### config.mk
export PLATFORM = sky130hd
export DESIGN_NAME = omni_base_odometry_kinematics
export DESIGN_NICKNAME = d
export VERILOG_FILES = /design/src/rtl/core/obk_pkg.sv /design/src/rtl/core/obk_cordic.sv /design/src/rtl/core/obk_divider.sv /design/src/rtl/core/omni_base_odometry_kinematics.sv
export VERILOG_INCLUDE_DIRS = /design/src /design/src/rtl/core
export SDC_FILE = /design/constraint.sdc
export NUM_CORES = 2
export LEC_CHECK = 0
export BUFFER_PORTS_ARGS = -buffer_cell sky130_fd_sc_hd__buf_4
export CAP_MARGIN = 20
export CORE_MARGIN = 8
export CORE_UTILIZATION = 65
export CTS_CLUSTER_SIZE = 20
export DETAILED_ROUTE_END_ITERATION = 7
export HOLD_SLACK_MARGIN = 0.06
export PLACE_DENSITY = 0.85
export SLEW_MARGIN = 20
export SYNTH_ARGS = -nofsm -noshare
export SYNTH_HDL_FRONTEND = slang
export SYNTH_HIERARCHICAL = 1
export SYNTH_SLANG_ARGS = --single-unit
### constraint.sdc
create_clock -name clk -period 17.11 [get_ports clk]
set_clock_uncertainty 0.15 [all_clocks]
set_input_delay 3.422 -clock clk [delete_from_list [all_inputs] [get_ports clk]]
set_output_delay 3.422 -clock clk [all_outputs]
set_load 0.01 [all_outputs]
### src/rtl/core/assert_macros.svh
// ----------------------------------------------------------------------------
// assert_macros.svh
// Assertion macros shared by the odometry kinematics RTL.
// ----------------------------------------------------------------------------
`ifndef ASSERT_MACROS_SVH
`define ASSERT_MACROS_SVH
`ifndef SYNTH
`define OBK_ASSERT(lbl, prop, msg) \
    lbl: assert property (@(posedge clk) disable iff (!rst_n) prop) else $error(msg);
`define OBK_ASSERT_NEVER(lbl, expr, msg) \
    lbl: assert property (@(posedge clk) disable iff (!rst_n) !(expr)) else $error(msg);
`else
`define OBK_ASSERT(lbl, prop, msg)
`define OBK_ASSERT_NEVER(lbl, expr, msg)
`endif
`endif

### src/rtl/core/obk_pkg.sv
// ----------------------------------------------------------------------------
// obk_pkg
// Types, constants and fixed-point helpers of the omni base odometry block.
// ----------------------------------------------------------------------------
package obk_pkg;

    localparam int VEL_W        = 16;
    localparam int POS_W        = 32;
    localparam int HDG_W        = 16;
    localparam int PER_W        = 16;
    localparam int OFS_W        = 15;
    localparam int MUL_A_W      = 20;
    localparam int MUL_B_W      = 26;
    localparam int PROD_W       = MUL_A_W + MUL_B_W;
    localparam int ACC_W        = 48;
    localparam int TRIG_W       = 18;
    localparam int ZANG_W       = 17;
    localparam int ATAN_W       = 14;
    localparam int CORDIC_STEPS = 14;
    localparam int CSTEP_W      = $clog2(CORDIC_STEPS);
    localparam int DIVN_W       = 35;
    localparam int DIVD_W       = 21;
    localparam int DSTEP_W      = $clog2(DIVN_W);
    localparam int HACC_W       = 58;

    localparam int BODY_GAIN  = 37005;
    localparam int CNT_GAIN   = 104665;
    localparam int COS45_GAIN = 23170;
    localparam int HEAD_GAIN  = 21361415;
    localparam int INV_GAIN   = 19898;

    localparam logic [PER_W-1:0] PERIOD_RESET = PER_W'(655);
    localparam logic [OFS_W-1:0] OFFSET_RESET = OFS_W'(819);

    typedef logic [0:0] obk_cfg_idx_t;
    localparam obk_cfg_idx_t CFG_SAMPLE_PERIOD = 1'b0;
    localparam obk_cfg_idx_t CFG_WHEEL_OFFSET  = 1'b1;

    typedef struct packed {
        logic signed [VEL_W-1:0] wheel_speed_one;
        logic signed [VEL_W-1:0] wheel_speed_two;
        logic signed [VEL_W-1:0] wheel_speed_three;
        logic signed [VEL_W-1:0] wheel_speed_four;
        logic                    hold_heading;
        logic signed [VEL_W-1:0] cmd_vel_x;
        logic signed [VEL_W-1:0] cmd_vel_y;
        logic signed [VEL_W-1:0] cmd_turn_rate;
    } obk_tick_t;

    typedef struct packed {
        logic signed [POS_W-1:0] pos_x;
        logic signed [POS_W-1:0] pos_y;
        logic        [HDG_W-1:0] heading;
        logic signed [VEL_W-1:0] wheel_set_one;
        logic signed [VEL_W-1:0] wheel_set_two;
        logic signed [VEL_W-1:0] wheel_set_three;
        logic signed [VEL_W-1:0] wheel_set_four;
    } obk_result_t;

    typedef struct packed {
        logic signed [TRIG_W-1:0] cos_v;
        logic signed [TRIG_W-1:0] sin_v;
    } obk_trig_t;

    function automatic logic [ATAN_W-1:0] atan_entry(input logic [CSTEP_W-1:0] i);
        logic [ATAN_W-1:0] r;
        unique case (i)
            4'd0:    r = ATAN_W'(8192);
            4'd1:    r = ATAN_W'(4836);
            4'd2:    r = ATAN_W'(2555);
            4'd3:    r = ATAN_W'(1297);
            4'd4:    r = ATAN_W'(651);
            4'd5:    r = ATAN_W'(326);
            4'd6:    r = ATAN_W'(163);
            4'd7:    r = ATAN_W'(81);
            4'd8:    r = ATAN_W'(41);
            4'd9:    r = ATAN_W'(20);
            4'd10:   r = ATAN_W'(10);
            4'd11:   r = ATAN_W'(5);
            4'd12:   r = ATAN_W'(3);
            4'd13:   r = ATAN_W'(1);
            default: r = '0;
        endcase
        return r;
    endfunction

    // round half away from zero, then shift right
    function automatic logic signed [ACC_W-1:0] rnd_shift(
        input logic signed [ACC_W-1:0] v,
        input int                      s
    );
        logic [ACC_W-1:0] mag;
        logic [ACC_W-1:0] r;
        mag = v[ACC_W-1] ? ACC_W'(-v) : ACC_W'(v);
        r   = (mag + (ACC_W'(1) << (s - 1))) >> s;
        return v[ACC_W-1] ? $signed(-r) : $signed(r);
    endfunction

    function automatic logic signed [VEL_W-1:0] sat16(input logic signed [ACC_W-1:0] v);
        logic signed [VEL_W-1:0] r;
        if (v > ACC_W'(32767))
            r = 16'sh7FFF;
        else if (v < -ACC_W'(32768))
            r = 16'sh8000;
        else
            r = v[VEL_W-1:0];
        return r;
    endfunction

    function automatic logic signed [POS_W-1:0] sat32(input logic signed [ACC_W-1:0] v);
        logic signed [POS_W-1:0] r;
        if (v > ACC_W'(64'sh7FFFFFFF))
            r = 32'sh7FFFFFFF;
        else if (v < -ACC_W'(64'sh80000000))
            r = 32'sh80000000;
        else
            r = v[POS_W-1:0];
        return r;
    endfunction

endpackage

### src/rtl/core/obk_cordic.sv
// ----------------------------------------------------------------------------
// obk_cordic
// Iterative CORDIC: cosine and sine of a binary angle, one step per cycle.
// ----------------------------------------------------------------------------
module obk_cordic (
    input  logic                        clk,
    input  logic                        rst_n,
    input  logic                        start,
    input  logic [obk_pkg::HDG_W-1:0]   angle,
    output logic                        busy,
    output obk_pkg::obk_trig_t          trig
);

    logic                                busy_reg;
    logic [obk_pkg::CSTEP_W-1:0]         cnt_reg;
    logic signed [obk_pkg::TRIG_W-1:0]   x_reg;
    logic signed [obk_pkg::TRIG_W-1:0]   y_reg;
    logic signed [obk_pkg::ZANG_W-1:0]   z_reg;
    logic [1:0]                          q_reg;
    logic [obk_pkg::HDG_W-1:0]           qsum;
    logic [obk_pkg::HDG_W-1:0]           zfold;
    logic signed [obk_pkg::TRIG_W-1:0]   xs;
    logic signed [obk_pkg::TRIG_W-1:0]   ys;
    logic signed [obk_pkg::ZANG_W-1:0]   atan_v;

    assign qsum   = angle + obk_pkg::HDG_W'(8192);
    assign zfold  = angle - {qsum[15:14], 14'd0};
    assign xs     = x_reg >>> cnt_reg;
    assign ys     = y_reg >>> cnt_reg;
    assign atan_v = $signed({3'b000, obk_pkg::atan_entry(cnt_reg)});
    assign busy   = busy_reg;

    always_ff @(posedge clk or negedge rst_n)
    begin
        if (!rst_n)
        begin
            busy_reg <= 1'b0;
            cnt_reg  <= '0;
        end
        else if (start)
        begin
            busy_reg <= 1'b1;
            cnt_reg  <= '0;
        end
        else if (busy_reg)
        begin
            cnt_reg <= cnt_reg + 1'b1;
            if (cnt_reg == obk_pkg::CSTEP_W'(obk_pkg::CORDIC_STEPS - 1))
                busy_reg <= 1'b0;
        end
    end

    always_ff @(posedge clk)
    begin
        if (start)
        begin
            x_reg <= obk_pkg::TRIG_W'(obk_pkg::INV_GAIN);
            y_reg <= '0;
            z_reg <= obk_pkg::ZANG_W'($signed(zfold));
            q_reg <= qsum[15:14];
        end
        else if (busy_reg)
        begin
            if (!z_reg[obk_pkg::ZANG_W-1])
            begin
                x_reg <= x_reg - ys;
                y_reg <= y_reg + xs;
                z_reg <= z_reg - atan_v;
            end
            else
            begin
                x_reg <= x_reg + ys;
                y_reg <= y_reg - xs;
                z_reg <= z_reg + atan_v;
            end
        end
    end

    always_comb
    begin
        unique case (q_reg)
            2'd0:
            begin
                trig.cos_v = x_reg;
                trig.sin_v = y_reg;
            end
            2'd1:
            begin
                trig.cos_v = -y_reg;
                trig.sin_v = x_reg;
            end
            2'd2:
            begin
                trig.cos_v = -x_reg;
                trig.sin_v = -y_reg;
            end
            default:
            begin
                trig.cos_v = y_reg;
                trig.sin_v = -x_reg;
            end
        endcase
    end

endmodule

### src/rtl/core/obk_divider.sv
// ----------------------------------------------------------------------------
// obk_divider
// Restoring unsigned divider, one quotient bit per cycle.
// ----------------------------------------------------------------------------
module obk_divider (
    input  logic                        clk,
    input  logic                        rst_n,
    input  logic                        start,
    input  logic [obk_pkg::DIVN_W-1:0]  dividend,
    input  logic [obk_pkg::DIVD_W-1:0]  divisor,
    output logic                        busy,
    output logic [obk_pkg::DIVN_W-1:0]  quotient
);

    logic                              busy_reg;
    logic [obk_pkg::DSTEP_W-1:0]       cnt_reg;
    logic [obk_pkg::DIVN_W-1:0]        quo_reg;
    logic [obk_pkg::DIVD_W-1:0]        rem_reg;
    logic [obk_pkg::DIVD_W-1:0]        dsr_reg;
    logic [obk_pkg::DIVD_W:0]          trial;
    logic                              fits;

    assign trial    = {rem_reg, quo_reg[obk_pkg::DIVN_W-1]};
    assign fits     = trial >= {1'b0, dsr_reg};
    assign busy     = busy_reg;
    assign quotient = quo_reg;

    always_ff @(posedge clk or negedge rst_n)
    begin
        if (!rst_n)
        begin
            busy_reg <= 1'b0;
            cnt_reg  <= '0;
        end
        else if (start)
        begin
            busy_reg <= 1'b1;
            cnt_reg  <= '0;
        end
        else if (busy_reg)
        begin
            cnt_reg <= cnt_reg + 1'b1;
            if (cnt_reg == obk_pkg::DSTEP_W'(obk_pkg::DIVN_W - 1))
                busy_reg <= 1'b0;
        end
    end

    always_ff @(posedge clk)
    begin
        if (start)
        begin
            quo_reg <= dividend;
            rem_reg <= '0;
            dsr_reg <= divisor;
        end
        else if (busy_reg)
        begin
            quo_reg <= {quo_reg[obk_pkg::DIVN_W-2:0], fits};
            if (fits)
                rem_reg <= obk_pkg::DIVD_W'(trial - {1'b0, dsr_reg});
            else
                rem_reg <= trial[obk_pkg::DIVD_W-1:0];
        end
    end

endmodule

### src/rtl/core/omni_base_odometry_kinematics.sv
// ----------------------------------------------------------------------------
// omni_base_odometry_kinematics
// Dead reckoning and wheel set points of a four-wheel 45-degree omni base.
//   tick channel (tick_valid / tick_stall / tick): one transaction per control
//   tick with four wheel speeds, the heading hold flag and the velocity command.
//   result channel (result_valid / result_stall / result): one transaction per
//   tick with position, heading and four wheel set points.
//   cfg channel (cfg_valid / cfg_ready / cfg_index / cfg_data) writes the
//   sample period (index 0) and the wheel offset (index 1); cfg_ready is
//   always high. Write only while no tick is in flight.
//   A tick runs from acceptance to result_valid through a 35-step divider
//   for the yaw rate, two 14-step CORDIC runs and 21 passes through the one
//   shared multiplier. tick_stall is high from acceptance until the result is
//   loaded, so no new tick is accepted while one is in flight.
//   While result_stall holds a result in the output register the next tick can
//   be accepted, but its result waits until the register is taken.
//   Reset clears position, heading and previous velocities, and loads the
//   default sample period and wheel offset.
// ----------------------------------------------------------------------------
`include "assert_macros.svh"

module omni_base_odometry_kinematics (
    input  logic                          clk,
    input  logic                          rst_n,
    input  logic                          tick_valid,
    output logic                          tick_stall,
    input  obk_pkg::obk_tick_t            tick,
    output logic                          result_valid,
    input  logic                          result_stall,
    output obk_pkg::obk_result_t          result,
    input  logic                          cfg_valid,
    output logic                          cfg_ready,
    input  obk_pkg::obk_cfg_idx_t         cfg_index,
    input  logic [obk_pkg::PER_W-1:0]     cfg_data
);

    localparam int ST_W = 5;
    localparam logic [ST_W-1:0] S_IDLE  = 5'd0;
    localparam logic [ST_W-1:0] S_M0    = 5'd1;
    localparam logic [ST_W-1:0] S_M1    = 5'd2;
    localparam logic [ST_W-1:0] S_M2    = 5'd3;
    localparam logic [ST_W-1:0] S_M3    = 5'd4;
    localparam logic [ST_W-1:0] S_DIV   = 5'd5;
    localparam logic [ST_W-1:0] S_R0    = 5'd6;
    localparam logic [ST_W-1:0] S_R1    = 5'd7;
    localparam logic [ST_W-1:0] S_R2    = 5'd8;
    localparam logic [ST_W-1:0] S_R3    = 5'd9;
    localparam logic [ST_W-1:0] S_R4    = 5'd10;
    localparam logic [ST_W-1:0] S_P0    = 5'd11;
    localparam logic [ST_W-1:0] S_P1    = 5'd12;
    localparam logic [ST_W-1:0] S_H0    = 5'd13;
    localparam logic [ST_W-1:0] S_H1    = 5'd14;
    localparam logic [ST_W-1:0] S_H2    = 5'd15;
    localparam logic [ST_W-1:0] S_COR   = 5'd16;
    localparam logic [ST_W-1:0] S_CWAIT = 5'd17;
    localparam logic [ST_W-1:0] S_I0    = 5'd18;
    localparam logic [ST_W-1:0] S_I1    = 5'd19;
    localparam logic [ST_W-1:0] S_I2    = 5'd20;
    localparam logic [ST_W-1:0] S_I3    = 5'd21;
    localparam logic [ST_W-1:0] S_I4    = 5'd22;
    localparam logic [ST_W-1:0] S_I5    = 5'd23;
    localparam logic [ST_W-1:0] S_K1    = 5'd24;
    localparam logic [ST_W-1:0] S_K2    = 5'd25;
    localparam logic [ST_W-1:0] S_K3    = 5'd26;
    localparam logic [ST_W-1:0] S_K4    = 5'd27;
    localparam logic [ST_W-1:0] S_DONE  = 5'd28;

    localparam int ACC_W  = obk_pkg::ACC_W;
    localparam int VEL_W  = obk_pkg::VEL_W;
    localparam int A_W    = obk_pkg::MUL_A_W;
    localparam int B_W    = obk_pkg::MUL_B_W;
    localparam int P_W    = obk_pkg::PROD_W;
    localparam int H_W    = obk_pkg::HACC_W;
    localparam int SUM_W  = 18;

    logic [ST_W-1:0]                   state_reg;
    logic [ST_W-1:0]                   state_next;

    obk_pkg::obk_tick_t                tick_reg;
    logic [obk_pkg::PER_W-1:0]         period_reg;
    logic [obk_pkg::OFS_W-1:0]         offset_reg;
    logic signed [obk_pkg::POS_W-1:0]  pos_x_reg;
    logic signed [obk_pkg::POS_W-1:0]  pos_y_reg;
    logic [obk_pkg::HDG_W-1:0]         heading_reg;
    logic signed [VEL_W-1:0]           pvx_reg;
    logic signed [VEL_W-1:0]           pvy_reg;
    logic signed [VEL_W-1:0]           pw_reg;
    logic signed [VEL_W-1:0]           bx_reg;
    logic signed [VEL_W-1:0]           by_reg;
    logic signed [VEL_W-1:0]           vx_reg;
    logic signed [VEL_W-1:0]           vy_reg;
    logic signed [VEL_W-1:0]           w_reg;
    logic signed [ACC_W-1:0]           acc_reg;
    logic signed [P_W-1:0]             prod_reg;
    logic [obk_pkg::POS_W-1:0]         hmag_reg;
    logic                              hneg_reg;
    logic [H_W-1:0]                    hacc_reg;
    logic                              wneg_reg;
    logic signed [A_W-1:0]             bxi_reg;
    logic signed [A_W-1:0]             byi_reg;
    logic signed [A_W-1:0]             td_reg;
    logic signed [VEL_W-1:0]           set_reg [4];
    obk_pkg::obk_result_t              result_reg;
    logic                              result_valid_reg;

    logic signed [A_W-1:0]             mul_a;
    logic signed [B_W-1:0]             mul_b;
    logic signed [SUM_W-1:0]           v1;
    logic signed [SUM_W-1:0]           v2;
    logic signed [SUM_W-1:0]           v3;
    logic signed [SUM_W-1:0]           v4;
    logic signed [SUM_W-1:0]           sum_x;
    logic signed [SUM_W-1:0]           sum_y;
    logic signed [SUM_W-1:0]           sum_w;
    logic signed [ACC_W-1:0]           prod_ext;
    logic signed [ACC_W-1:0]           td_ext;
    logic [P_W-1:0]                    prod_abs;
    logic [obk_pkg::OFS_W-1:0]         dd;
    logic [obk_pkg::DIVN_W-1:0]        div_dividend;
    logic [obk_pkg::DIVD_W-1:0]        div_divisor;
    logic [obk_pkg::DIVN_W-1:0]        div_quotient;
    logic signed [obk_pkg::DIVN_W:0]   w_signed;
    logic                              div_start;
    logic                              div_busy;
    logic                              cor_start;
    logic                              cor_busy;
    obk_pkg::obk_trig_t                trig;
    logic signed [A_W-1:0]             cos_a;
    logic signed [A_W-1:0]             sin_a;
    logic [H_W-1:0]                    hsum;
    logic [obk_pkg::HDG_W-1:0]         dh;
    logic                              tick_acc;
    logic                              result_load;

    assign tick_stall   = (state_reg != S_IDLE);
    assign tick_acc     = tick_valid && !tick_stall;
    assign cfg_ready    = 1'b1;
    assign result_valid = result_valid_reg;
    assign result       = result_reg;
    assign result_load  = (state_reg == S_DONE) && (!result_valid_reg || !result_stall);

    assign v1    = SUM_W'(tick_reg.wheel_speed_one);
    assign v2    = SUM_W'(tick_reg.wheel_speed_two);
    assign v3    = SUM_W'(tick_reg.wheel_speed_three);
    assign v4    = SUM_W'(tick_reg.wheel_speed_four);
    assign sum_x = v1 - v2 - v3 + v4;
    assign sum_y = v1 + v2 - v3 - v4;
    assign sum_w = v1 + v2 + v3 + v4;

    assign prod_ext = ACC_W'(prod_reg);
    assign td_ext   = ACC_W'(td_reg);
    assign prod_abs = prod_reg[P_W-1] ? P_W'(-prod_reg) : P_W'(prod_reg);
    assign cos_a    = A_W'(trig.cos_v);
    assign sin_a    = A_W'(trig.sin_v);

    assign dd           = (offset_reg == '0) ? obk_pkg::OFS_W'(1) : offset_reg;
    assign div_divisor  = {dd, 6'd0};
    assign div_dividend = prod_abs[obk_pkg::DIVN_W-1:0]
                        + obk_pkg::DIVN_W'({dd, 5'd0});
    assign div_start    = (state_reg == S_M3);
    assign w_signed     = wneg_reg ? -$signed({1'b0, div_quotient})
                                   : $signed({1'b0, div_quotient});

    assign cor_start = tick_acc || (state_reg == S_COR);

    assign hsum = hacc_reg + H_W'(prod_reg[41:0]) + (H_W'(1) << 39);
    assign dh   = hneg_reg ? -hsum[55:40] : hsum[55:40];

    obk_cordic u_cordic (
        .clk   (clk),
        .rst_n (rst_n),
        .start (cor_start),
        .angle (heading_reg),
        .busy  (cor_busy),
        .trig  (trig)
    );

    obk_divider u_divider (
        .clk      (clk),
        .rst_n    (rst_n),
        .start    (div_start),
        .dividend (div_dividend),
        .divisor  (div_divisor),
        .busy     (div_busy),
        .quotient (div_quotient)
    );

    always_comb
    begin
        mul_a = '0;
        mul_b = '0;
        unique case (state_reg)
            S_M0:
            begin
                mul_a = A_W'(sum_x);
                mul_b = B_W'(obk_pkg::BODY_GAIN);
            end
            S_M1:
            begin
                mul_a = A_W'(sum_y);
                mul_b = B_W'(obk_pkg::BODY_GAIN);
            end
            S_M2:
            begin
                mul_a = A_W'(sum_w);
                mul_b = B_W'(obk_pkg::CNT_GAIN);
            end
            S_R0:
            begin
                mul_a = cos_a;
                mul_b = B_W'(bx_reg);
            end
            S_R1:
            begin
                mul_a = sin_a;
                mul_b = B_W'(by_reg);
            end
            S_R2:
            begin
                mul_a = sin_a;
                mul_b = B_W'(bx_reg);
            end
            S_R3:
            begin
                mul_a = cos_a;
                mul_b = B_W'(by_reg);
            end
            S_R4:
            begin
                mul_a = A_W'(vx_reg) + A_W'(pvx_reg);
                mul_b = $signed(B_W'(period_reg));
            end
            S_P0:
            begin
                mul_a = A_W'(vy_reg) + A_W'(pvy_reg);
                mul_b = $signed(B_W'(period_reg));
            end
            S_P1:
            begin
                mul_a = A_W'(w_reg) + A_W'(pw_reg);
                mul_b = $signed(B_W'(period_reg));
            end
            S_H0:
            begin
                mul_a = $signed(A_W'(prod_abs[31:16]));
                mul_b = B_W'(obk_pkg::HEAD_GAIN);
            end
            S_H1:
            begin
                mul_a = $signed(A_W'(hmag_reg[15:0]));
                mul_b = B_W'(obk_pkg::HEAD_GAIN);
            end
            S_I0:
            begin
                mul_a = cos_a;
                mul_b = B_W'(tick_reg.cmd_vel_x);
            end
            S_I1:
            begin
                mul_a = sin_a;
                mul_b = B_W'(tick_reg.cmd_vel_y);
            end
            S_I2:
            begin
                mul_a = cos_a;
                mul_b = B_W'(tick_reg.cmd_vel_y);
            end
            S_I3:
            begin
                mul_a = sin_a;
                mul_b = B_W'(tick_reg.cmd_vel_x);
            end
            S_I4:
            begin
                mul_a = A_W'(tick_reg.cmd_turn_rate);
                mul_b = $signed(B_W'(offset_reg));
            end
            S_I5:
            begin
                mul_a = bxi_reg + byi_reg;
                mul_b = B_W'(obk_pkg::COS45_GAIN);
            end
            S_K1:
            begin
                mul_a = byi_reg - bxi_reg;
                mul_b = B_W'(obk_pkg::COS45_GAIN);
            end
            S_K2:
            begin
                mul_a = -bxi_reg - byi_reg;
                mul_b = B_W'(obk_pkg::COS45_GAIN);
            end
            S_K3:
            begin
                mul_a = bxi_reg - byi_reg;
                mul_b = B_W'(obk_pkg::COS45_GAIN);
            end
            default:
            begin
                mul_a = '0;
                mul_b = '0;
            end
        endcase
    end

    always_comb
    begin
        state_next = state_reg;
        unique case (state_reg)
            S_IDLE:
                if (tick_acc)
                    state_next = S_M0;
            S_M0:    state_next = S_M1;
            S_M1:    state_next = S_M2;
            S_M2:    state_next = S_M3;
            S_M3:    state_next = S_DIV;
            S_DIV:
                if (!div_busy && !cor_busy)
                    state_next = S_R0;
            S_R0:    state_next = S_R1;
            S_R1:    state_next = S_R2;
            S_R2:    state_next = S_R3;
            S_R3:    state_next = S_R4;
            S_R4:    state_next = S_P0;
            S_P0:    state_next = S_P1;
            S_P1:    state_next = S_H0;
            S_H0:    state_next = S_H1;
            S_H1:    state_next = S_H2;
            S_H2:    state_next = S_COR;
            S_COR:   state_next = S_CWAIT;
            S_CWAIT:
                if (!cor_busy)
                    state_next = S_I0;
            S_I0:    state_next = S_I1;
            S_I1:    state_next = S_I2;
            S_I2:    state_next = S_I3;
            S_I3:    state_next = S_I4;
            S_I4:    state_next = S_I5;
            S_I5:    state_next = S_K1;
            S_K1:    state_next = S_K2;
            S_K2:    state_next = S_K3;
            S_K3:    state_next = S_K4;
            S_K4:    state_next = S_DONE;
            S_DONE:
                if (result_load)
                    state_next = S_IDLE;
            default: state_next = S_IDLE;
        endcase
    end

    always_ff @(posedge clk or negedge rst_n)
    begin
        if (!rst_n)
        begin
            state_reg        <= S_IDLE;
            period_reg       <= obk_pkg::PERIOD_RESET;
            offset_reg       <= obk_pkg::OFFSET_RESET;
            pos_x_reg        <= '0;
            pos_y_reg        <= '0;
            heading_reg      <= '0;
            pvx_reg          <= '0;
            pvy_reg          <= '0;
            pw_reg           <= '0;
            result_valid_reg <= 1'b0;
        end
        else
        begin
            state_reg <= state_next;
            if (cfg_valid)
            begin
                unique case (cfg_index)
                    obk_pkg::CFG_SAMPLE_PERIOD: period_reg <= cfg_data;
                    obk_pkg::CFG_WHEEL_OFFSET:  offset_reg <= cfg_data[obk_pkg::OFS_W-1:0];
                    default:                    period_reg <= period_reg;
                endcase
            end
            if (state_reg == S_P0)
                pos_x_reg <= obk_pkg::sat32(ACC_W'(pos_x_reg) + obk_pkg::rnd_shift(prod_ext, 13));
            if (state_reg == S_P1)
                pos_y_reg <= obk_pkg::sat32(ACC_W'(pos_y_reg) + obk_pkg::rnd_shift(prod_ext, 13));
            if (state_reg == S_H2)
            begin
                if (!tick_reg.hold_heading)
                    heading_reg <= heading_reg + dh;
                pvx_reg <= vx_reg;
                pvy_reg <= vy_reg;
                pw_reg  <= w_reg;
            end
            if (result_load)
                result_valid_reg <= 1'b1;
            else if (!result_stall)
                result_valid_reg <= 1'b0;
        end
    end

    always_ff @(posedge clk)
    begin
        prod_reg <= mul_a * mul_b;
        if (tick_acc)
            tick_reg <= tick;
        unique case (state_reg)
            S_M1: bx_reg <= obk_pkg::sat16(obk_pkg::rnd_shift(prod_ext, 16));
            S_M2: by_reg <= obk_pkg::sat16(obk_pkg::rnd_shift(prod_ext, 16));
            S_M3: wneg_reg <= prod_reg[P_W-1];
            S_DIV: w_reg <= obk_pkg::sat16(ACC_W'(w_signed));
            S_R1: acc_reg <= prod_ext;
            S_R2: vx_reg <= obk_pkg::sat16(obk_pkg::rnd_shift(acc_reg - prod_ext, 15));
            S_R3: acc_reg <= prod_ext;
            S_R4: vy_reg <= obk_pkg::sat16(obk_pkg::rnd_shift(acc_reg + prod_ext, 15));
            S_H0:
            begin
                hneg_reg <= prod_reg[P_W-1];
                hmag_reg <= prod_abs[obk_pkg::POS_W-1:0];
            end
            S_H1: hacc_reg <= {prod_reg[41:0], 16'd0};
            S_I1: acc_reg <= prod_ext;
            S_I2: bxi_reg <= A_W'(obk_pkg::rnd_shift(acc_reg + prod_ext, 15));
            S_I3: acc_reg <= prod_ext;
            S_I4: byi_reg <= A_W'(obk_pkg::rnd_shift(acc_reg - prod_ext, 15));
            S_I5: td_reg <= A_W'(obk_pkg::rnd_shift(prod_ext, 12));
            S_K1: set_reg[0] <= obk_pkg::sat16(obk_pkg::rnd_shift(prod_ext, 15) + td_ext);
            S_K2: set_reg[1] <= obk_pkg::sat16(obk_pkg::rnd_shift(prod_ext, 15) + td_ext);
            S_K3: set_reg[2] <= obk_pkg::sat16(obk_pkg::rnd_shift(prod_ext, 15) + td_ext);
            S_K4: set_reg[3] <= obk_pkg::sat16(obk_pkg::rnd_shift(prod_ext, 15) + td_ext);
            default: acc_reg <= acc_reg;
        endcase
        if (result_load)
        begin
            result_reg.pos_x           <= pos_x_reg;
            result_reg.pos_y           <= pos_y_reg;
            result_reg.heading         <= heading_reg;
            result_reg.wheel_set_one   <= set_reg[0];
            result_reg.wheel_set_two   <= set_reg[1];
            result_reg.wheel_set_three <= set_reg[2];
            result_reg.wheel_set_four  <= set_reg[3];
        end
    end

    `OBK_ASSERT_NEVER(a_cor_restart, cor_start && cor_busy, "CORDIC restarted while busy")
    `OBK_ASSERT_NEVER(a_div_restart, div_start && div_busy, "divider restarted while busy")
    `OBK_ASSERT(a_hdg_only_h2, (state_reg != S_H2) |=> $stable(heading_reg), "heading moved")
    `OBK_ASSERT(a_done_hold, (result_valid_reg && result_stall && state_reg == S_DONE) |=> (state_reg == S_DONE), "result overwritten")

endmodule
==> PnR_summary.wiki <==
{| class="wikitable"
! Metric !! Value
|-
| Status || complete, but fails checks
|-
| Violated checks || DRC
|-
| Final Wtd Congestion || 1.041
|-
| Total global-route track usage || 0.3969
|-
| Cell with the most instances on the worst path || sky130_fd_sc_hd__o21ai_0
|-
| Clock network latency to the later pin of the worst-skew pair || 0.76 ns
|-
| Total via count after detailed routing || 87090
|-
| Reg-to-Reg Start || state_reg[1]
|-
| Maximum fanout count along the critical path || 30
|-
| Worst setup slack before clock tree synthesis || 3.001 ns
|-
| Residual DRC count || 3
|-
| Critical path data arrival time || 15.02 ns
|-
| Count of boundary I/O pins || 282
|-
| Overall die area || between 150000 and 200000 um2
|-
| Fraction of layout cells with a size suffix above 1 || 0.09345
|-
| Placeable core area || 149400 um2
|-
| Instance count of the mapped netlist || about 11000
|-
| Wirelength, routed || around 330000 um
|-
| Number of flip-flops in the largest register || 144
|-
| Post CTS Setup Buffer Count || 0
|-
| Mean area per synthesized cell || 9.043 um2
|-
| Post-synthesis register bit count || 920
|-
| Final setup violation count || 0
|-
| Top-count cell post-synth || sky130_fd_sc_hd__inv_1
|-
| Setup TNS || 0 ns
|-
| Worst hold path depth || 0
|-
| Class of the worst hold path || reg -> reg
|-
| Type of the worst setup path || reg -> reg
|-
| Number of cell rows || ~140
|-
| Final core utilization || 0.7064
|-
| Largest cells by area after synthesis || sky130_fd_sc_hd__edfxtp_1, sky130_fd_sc_hd__fa_1, sky130_fd_sc_hd__ha_1
|-
| Die width || 403.4 um
|-
| Remaining antenna violation count after routing || 0
|-
| Per-cell routed wire length || 25.69 um
|-
| Relative area change from synthesis to final layout || 8.183%
|-
| Clock Tree Root || sky130_fd_sc_hd__clkbuf_16
|-
| Most numerous cell types in the synthesized netlist || sky130_fd_sc_hd__inv_1, sky130_fd_sc_hd__nand2_1, sky130_fd_sc_hd__nor2_1
|-
| Final HPWL DP || 260000 um
|-
| Number of cells on the worst reg-to-reg path || 51
|-
| Area share of the largest cell type after synthesis || 0.1970
|-
| H-tree depth reported by CTS || 3
|-
| Crit path largest cell delay || 0.69 ns
|-
| Count of port buffers added during placement || 280
|-
| Number of distinct library cell variants in the gate-level netlist after synthesis || about 130
|-
| Pre-antenna DRT Iters || 8
|-
| Crit share post-route || 0.8525
|-
| Post-synthesis async set-or-reset flop share || 0.1924
|-
| Crit Reg-Reg Endpoint || prod_reg[45]
|-
| Unrepaired setup endpoints after global routing || false
|-
| Largest area contributor in the netlist || sky130_fd_sc_hd__edfxtp_1
|-
| Min setup slack post-route || 2.523 ns
|-
| Min Clock Period, post-route || roughly 15 ns
|-
| Clock transition at the registers of the reported paths || 0.06 ns
|-
| EDFF count, synth || 640
|-
| Final hold violation count || 0
|-
| Starting Density || 0.6529
|-
| Wire length of the first global-routing pass || 504700 um
|-
| Synth Flop Type || sky130_fd_sc_hd__edfxtp_1
|-
| Startpoint Class || flip-flop
|-
| Drt first-iter violations || 10070
|-
| Number of buffers created by CTS || 97
|-
| Max Transition Viols Final || 0
|-
| Netlist area before placement || 97560 um2
|-
| Number of violations of the max-capacitance limit || 0
|-
| Die Span Y || a little over 400 um
|-
| Worst-path cell with the longest stage delay || sky130_fd_sc_hd__o31ai_1
|-
| CTS tree || done
|-
| Hold buffers post-CTS || 0
|-
| Clock Tree Buf Depth || 3
|-
| Minimum hold slack || 0.2549 ns
|-
| R2r setup slk || between 2 and 3 ns
|-
| Peak clock frequency supported by timing || 68.56 MHz
|-
| Post-cts sizing count || 0
|-
| Final #Nets || 12370
|-
| Gr ovfl total || 0
|-
| Required arrival time at the worst endpoint || 17.55 ns
|-
| Launch point of the worst hold path || set_reg[2][12]
|-
| Maximum number of pins on one net before global-route repair || 94
|-
| Via count normalized by instance count || 6.682
|-
| Sink of the worst hold path || result[28]
|-
| Vias in the first global route || 85440
|-
| Setup crit end kind || flip-flop
|-
| Share of the yosys chip area belonging to registers || 0.2637
|-
| Slew HR || 0.1801
|-
| Yosys warning total || 6
|-
| CTS sink count || 920
|-
| Number of antenna violations at the first check in global routing || 24
|-
| Actual slew at the worst max-slew pin || 1.217 ns
|}
-- worst max-delay path, delay by kind of cell (launching register included) --
kind,cells,cell delay (ns)
adder cells (fa/ha/maj),9,4.28
AND/OR/NAND/NOR,10,2.45
XOR/XNOR,2,0.28
flip-flops,1,0.67
buffers and inverters,6,1.04
AO/OA/AOI/OAI,24,5.52
-- cells in the final DEF, fill, tap and decap left out, types with 270 or more instances in the layout --
cell type	count
sky130_fd_sc_hd__a21oi_1	623
sky130_fd_sc_hd__xnor2_1	713
sky130_fd_sc_hd__nor2_1	756
sky130_fd_sc_hd__o21ai_0	478
sky130_fd_sc_hd__edfxtp_1	640
sky130_fd_sc_hd__buf_4	469
sky130_fd_sc_hd__ha_1	724
sky130_fd_sc_hd__inv_1	1090
sky130_fd_sc_hd__xor2_1	270
sky130_fd_sc_hd__nand2_1	898
sky130_fd_sc_hd__fa_1	589
-- stage by stage --
stage | instance area (um2) | instances
finish | 105500 | 13030
global route | 105500 | 13020
CTS | 105500 | 13020
detailed placement | 102000 | 12830
global placement | 102000 | 12830
floorplan | 97580 | 10790
-- routing by layer --
metal | up-vias | track usage | routed length (um)
li1 | 38540 | - | -
met1 | 42040 | 0.4759 | 120800
met2 | 5168 | 0.6244 | 149000
met3 | 1327 | 0.1074 | 36870
met4 | 17 | 0.2697 | 27890
met5 | - | 0.008621 | 309
-- cells by family (layout without fill, tap and decap cells) --
family / count (synthesis) / after routing / share of synthesized area
AND/OR/NAND/NOR: 3128 / 3128 / 0.1577
AO/OA/AOI/OAI: 2604 / 2604 / 0.1785
buffers and inverters: 1549 / 1756 / 0.06112
adder cells (fa/ha/maj): 1313 / 1313 / 0.2137
XOR/XNOR: 987 / 987 / 0.08890
flip-flops: 920 / 920 / 0.2637
multiplexers: 286 / 286 / 0.03632
other: 2 / 24 / 0.00007698
-- cell type report --
cell class / count / area, um2
sequential: 920 / 25730
timing repair buffer: 470 / 3535
tap: 2016 / 2522
clock inverter: 67 / 868.3
fill: 11130 / 43870
multi-input combinational: 8325 / 66100
antenna: 17 / 42.54
inverter: 1103 / 4140
clock buffer: 116 / 2611
-- how the worst max path moves through the flow --
| stage | start | slack [ns] | cells after the start | endpoint |
|---|---|---|---|---|
| 2_1_floorplan | tick_reg[81] | 4.71 | 49 | prod_reg[42] |
| 3_3_place_gp | state_reg[3] | 3.24 | 52 | prod_reg[43] |
| 3_5_place_dp | state_reg[1] | 3.00 | 49 | prod_reg[42] |
| 4_1_cts | state_reg[1] | 2.86 | 51 | prod_reg[45] |
| 5_1_grt | state_reg[1] | 1.61 | 51 | prod_reg[45] |
| 6_report | state_reg[1] | 2.52 | 51 | prod_reg[45] |
Power is left out: the tool's default activity adds up to more than one toggle a clock period on the data nets, which glitch-free logic cannot reach.
